--- config.mk ---
export PLATFORM = sky130hd
export DESIGN_NAME = gsp_free_stack
export DESIGN_NICKNAME = d
export VERILOG_FILES = /design/src/gsp_pkg.sv /design/src/gsp_free_stack.sv
export SDC_FILE = /design/constraint.sdc
export NUM_CORES = 2
export LEC_CHECK = 0
export ABC_CLOCK_PERIOD_IN_PS = 4550
export BUFFER_PORTS_ARGS = -buffer_cell sky130_fd_sc_hd__buf_4
export CORE_AREA = 3 3 380 382
export DETAILED_ROUTE_END_ITERATION = 10
export DIE_AREA = 0 0 383 385
export GPL_TIMING_DRIVEN = 1
export PLACE_DENSITY_LB_ADDON = 0.3
export SLEW_MARGIN = 10
export SYNTH_ARGS = -nofsm -noshare
export SYNTH_HDL_FRONTEND = slang
export SYNTH_SLANG_ARGS = --single-unit
--- constraint.sdc ---
create_clock -name clk -period 4.55 [get_ports clk]
set_input_delay 0.91 -clock clk [delete_from_list [all_inputs] [get_ports clk]]
set_output_delay 0.91 -clock clk [all_outputs]
set_load 0.02 [all_outputs]
--- src/gsp_pkg.sv ---
package gsp_pkg;

  localparam int POOL_SIZE = 256;
  localparam int ID_W      = $clog2(POOL_SIZE);
  localparam int CNT_W     = $clog2(POOL_SIZE + 1);
  localparam int GEN_W     = 16;
  localparam int WORD_W    = 64;

  typedef logic [ID_W-1:0]   id_t;
  typedef logic [CNT_W-1:0]  cnt_t;
  typedef logic [GEN_W-1:0]  gen_t;
  typedef logic [WORD_W-1:0] word_t;

  typedef enum logic {
    OP_ALLOC   = 1'b0,
    OP_RELEASE = 1'b1
  } op_t;

  typedef enum logic [1:0] {
    ST_OK    = 2'd0,
    ST_FULL  = 2'd1,
    ST_STALE = 2'd2
  } status_t;

  typedef enum logic [2:0] {
    S_IDLE,
    S_A1,
    S_A2,
    S_R1,
    S_R2
  } state_t;

  // Free stack request.
  typedef struct packed {
    logic pop;
    logic push;
    id_t  push_id;
  } fs_req_t;

  // Handle table request: generation, live bit and slot-of-id accesses.
  typedef struct packed {
    logic rd;
    id_t  rd_id;
    logic gen_we;
    id_t  gen_id;
    gen_t gen_wdata;
    logic live_set;
    logic live_clr;
    id_t  live_id;
    logic slot_we;
    id_t  slot_wid;
    id_t  slot_wdata;
  } ht_req_t;

  // Dense store request: payload words and slot owner.
  typedef struct packed {
    logic  rd;
    id_t   rd_slot;
    logic  we;
    id_t   wr_slot;
    word_t wx;
    word_t wy;
    id_t   wowner;
  } ds_req_t;

endpackage

--- src/gsp_free_stack.sv ---
module gsp_free_stack
  import gsp_pkg::*;
(
  input  logic    clk,
  input  logic    rst_n,
  input  fs_req_t req,
  input  cnt_t    free_top,
  output id_t     pop_id
);

  id_t  mem [POOL_SIZE];
  id_t  rd_r;
  id_t  rst_idx_r;
  logic rst_sel_r;
  cnt_t lowmark_r;
  cnt_t lowmark_nxt;
  cnt_t idx;

  // Entries below the low-water mark of the stack pointer were never pushed
  // to, so a pop from one returns its own index, as if set at reset.
  assign idx = free_top - 1'b1;

  always_comb begin
    lowmark_nxt = lowmark_r;
    if (req.pop && (idx < lowmark_r)) begin
      lowmark_nxt = idx;
    end
  end

  always_ff @(posedge clk) begin
    if (!rst_n) begin
      lowmark_r <= CNT_W'(POOL_SIZE);
    end else begin
      lowmark_r <= lowmark_nxt;
    end
  end

  always_ff @(posedge clk) begin
    if (req.push) begin
      mem[free_top[ID_W-1:0]] <= req.push_id;
    end
    if (req.pop) begin
      rd_r      <= mem[idx[ID_W-1:0]];
      rst_idx_r <= idx[ID_W-1:0];
      rst_sel_r <= (idx < lowmark_r);
    end
  end

  assign pop_id = rst_sel_r ? rst_idx_r : rd_r;

endmodule

Yosys cells after proc, flatten, opt, wreduce, memory -nomap -nowiden --
Memory sizes are Yosys's and may differ from the RTL's. A register that Yosys moved wholly into a read port is not among the register bits. Index checks and enable logic that the tools add are counted.
Word-level totals: bits in registers 18, memory bits (writable) 2048, memories kept 1, output and inout bits 8
Memories:
- mem | depth 256, width 8, rd ports 1, clocked after Yosys merged registers in 1, wr ports 1, RTL line gsp_free_stack.sv:11 | id_t mem [POOL_SIZE];
Operators by class: mux-type cells 3, add/subtract/negate cells 1, reduce and logical (&&, ||, !) cells 1, order comparisons 1
Operators by type and width (number):
- 9-bit < comparator | 1
- 9-bit by 1-bit subtractor with 9-bit output, second input constant | 1
- 8-bit two-way mux | 1
- 1-bit two-way mux | 2
- 1-bit logical AND | 1

Depth between registers and ports, before layout --
word-level depth 3, depth in mapped cells 18

Least setup slack after synthesis --
No wires, ideal clock.
path kind input port to flip-flop, start point input free_top[0], end point register lowmark_r[2], setup time 72 ps, stages 18, setup slack -65 ps, data required time 4478 ps, buffers on the path 7, arrival time 4543 ps, cells stage by stage buf_2 -> buf_6 -> buf_6 -> buf_2 -> inv_1 -> ha_1 -> clkbuf_1 -> clkbuf_1 -> clkbuf_1 -> inv_1 -> ha_1 -> a21boi_0 -> o21a_1 -> o21a_1 -> o2111ai_1 -> a31oi_1 -> nor2_1 -> mux2i_1
On the way: longest elaborated chain between the ends 3
RTL lines:
- from (decl) | RTL line gsp_free_stack.sv:7 | input cnt_t free_top,
- 9-bit by 1-bit subtractor with 9-bit output | RTL line gsp_free_stack.sv:21 | assign idx = free_top - 1'b1;
- named net idx[0] | RTL line gsp_free_stack.sv:17 | cnt_t idx;
- 9-bit < comparator | RTL line gsp_free_stack.sv:25 | if (req.pop && (idx < lowmark_r)) begin
- 1-bit logical AND | RTL line gsp_free_stack.sv:25
- to (signal assigned) | RTL line gsp_free_stack.sv:32 | lowmark_r <= CNT_W'(POOL_SIZE);
- to (signal assigned) | RTL line gsp_free_stack.sv:34 | lowmark_r <= lowmark_nxt;
- to (decl) | RTL line gsp_free_stack.sv:15 | cnt_t lowmark_r;
The timed path passes the listed nets, and every way through them passes these cells. A chain may end at the register's enable or synchronous reset.

Final worst setup path --
start point input free_top[0], end point register rd_r[3] (read register of mem) (data pin)
On the way: longest elaborated chain between the ends 1
RTL lines:
- 9-bit by 1-bit subtractor with 9-bit output | RTL line gsp_free_stack.sv:21
- named net idx[0] | RTL line gsp_free_stack.sv:17
- to (decl) | RTL line gsp_free_stack.sv:12 | id_t rd_r;
The timed path passes the listed nets, and every way through them passes these cells.

==> run metrics <==
max_cap viols 0; Buf+Inv Stages, Crit Path 3; top-area cell type share of the netlist area 0.772; vias in the first global route 38100; Syn-to-layout area delta 13.6%; Chip Height ~390 microns; remaining antenna violation count after routing 0; layout cells sized above 1 0.317; Root Driver clkbuf_16; first-pass GRT wire length 271000 microns; drt first-iter violations about 5200; global placer's final weighted congestion 0.839; Post-Synthesis Cells 3430; Post-synth EDFFs ~2100; Setup TNS 0 ns; crit end category flip-flop; DRC violations left 0; status finished, final reports clean; final core occ 0.645; Worst Tran Pin Value 1.22 ns; H-tree levels 4; PwrDens 446 nW/um^2; Starting Density 0.568; overall power about 0.041 W; post-detailed-routing wire length 184000 microns; yosys warns 0; crit path kind in -> reg; Yosys cell types a little over 40; Post-Layout Cell Count 5774; clk slew on worst S/H paths 0.06 ns; core area 141000 sq um; Clock Tree Buf Depth 3; via count 37500; Final Cycle Share 0.749; Final Setup Violations 0; Final Hold Vio Count 0; Worst Path Max Fanout 65; final net count 3742; crit path time final 3.41 ns; HPWL after DPL 109000 microns; Seq cells post-synth 2074; skew final roughly 0.038 ns; Synth Cell Area between 80000 and 90000 sq um; drt pass-1 iters 5; Avg Cell Area, Syn 23.4 sq um; Clock Sinks 2074; Critical-path top delay cell mux4_2; largest net degree at the start of global routing 147; CP arrival 3.97 ns; total setup buffers inserted after CTS 0; Wirelength per Cell 31.9 microns; max frequency 293 MHz; Inst Count DP 5397; final max-slew violation count 0; synth top area cells edfxtp_1 (77%), mux4_2 (18%), nor2_1 (1.2%), a22o_1 (0.70%), clkbuf_1 (0.52%); initial antenna violation count 5; Num CTS Buffers 199; die area 147000 sq um; IO Port Bufs 28; Critical Path RT 5.11 ns; Vias/cell 6.49; R2R Setup Slk 1.92 ns; FFs w/ async S/R, synth 0; cell with the most instances after synthesis edfxtp_1; Max rail drop VDD ~0.00030 V; RSZ-0062 raised after global routing no; Die W 383 microns; crit-path cells buf_8 -> inv_1 -> ha_4 -> buf_12 -> mux4_2 -> mux4_2 -> a22o_1 -> o21ai_1 -> nand4_1; Slew headroom 0.188; LEAKAGE 28.4 nW; CP max stage delay 0.54 ns; post-synthesis sequential area ratio 0.775; Hold WC Path Type in -> reg; floorplan row count roughly 140; Critical Path Most Common Cell mux4_2; Top Family by Delay on Critical Path multiplexers; Total GRT Usage 0.258; syn_nets 3464; worst skew pair latency 0.83 ns; remaining global-route overflow 0; Post-CTS Resized 0; Hold-fix buffers, CTS 0; CTS tree built; area leader, netlist edfxtp_1; CP startpoint kind primary input; Post-synth top cells edfxtp_1 (2065), mux4_2 (640), nor2_1 (263); Ports 29; dominant synthesized flop cell edfxtp_1
cells in the final DEF (no fill, tap or decap), types with 3 or more instances in the layout:
cell	n
inv_1	13
dfxtp_1	9
ha_1	12
nor3_1	4
clkbuf_16	199
clkinv_2	31
clkinv_16	4
buf_4	233
inv_6	4
nand3_1	21
bufinv_16	29
mux4_2	640
nor2_1	261
nand2b_1	3
edfxtp_1	2065
buf_12	38
clkbuf_1	37
clkinvlp_4	13
a22o_1	64
nand4_1	16
nand3_2	4
nand2_1	24
mux2_2	8
diode_2	4
o21ai_0	7
o21ai_1	31
nor2b_1	10
inv_16	7
clkbuf_8	8
clkinv_1	46
o211a_1	4
layer usage:
layer,part of all wire,track usage
met1,0.38,0.360
met2,0.48,0.394
met3,0.11,0.0773
met4,0.033,0.0878
met5,0.0011,0.00893
where the power goes:
group / leakage (nW) / internal [W] / switching (W)
combinational: 6.54 / 0.00111 / 0.00155
sequential: 18.6 / 0.0211 / 0.0000264
clock: 3.25 / 0.00976 / 0.00716
total: 28.4 / 0.0320 / 0.00874
kinds of logic after synthesis:
kind of cell,after synthesis,share of synthesized area
flip-flops,2074,0.775
multiplexers,649,0.181
AND/OR/NAND/NOR,354,0.0183
buffers and inverters,216,0.0126
AO/OA/AOI/OAI,119,0.0111
adder cells (fa/ha/maj),13,0.00203
XOR/XNOR,5,0.000546
worst paths after layout:
check        cells past startpoint           end          from
max                              9       rd_r[3]   free_top[0]
min                              2  lowmark_r[8]         rst_n
max reg2reg                      5       rd_r[3]   mem[152][3]
min reg2reg                      2  lowmark_r[3]  lowmark_r[3]
final cells by class:
class / instances / area, sq um
inverters: 13 / 48.8
multi-input cells: 1140 / 17200
well taps: 1890 / 2360
diodes: 4 / 10.0
fillers: 8869 / 50300
clock inverters: 137 / 1630
flip-flops and latches: 2074 / 62200
repair buffers: 280 / 2640
clock buffers: 236 / 5120
through the flow:
step | cell area [sq um] | setup slack (ns) | hold WS [ns]
2_1_floorplan | 80300 | 0.0493 | 0.435
3_3_place_gp | 84400 | 0.321 | 0.448
3_5_place_dp | 84400 | 0.322 | 0.482
4_1_cts | 91100 | 1.22 | 0.341
5_1_grt | 91100 | 1.11 | 0.371
6_report | 91200 | 1.14 | 0.413
sequential cells by signal, indices dropped and copies added (netlist names):
| register | cells |
|---|---|
| mem | 2048 |
| lowmark_r | 9 |
| rd_r | 8 |
| rst_idx_r | 8 |
| rst_sel_r | 1 |
Power figures use the tool's default switching activity.
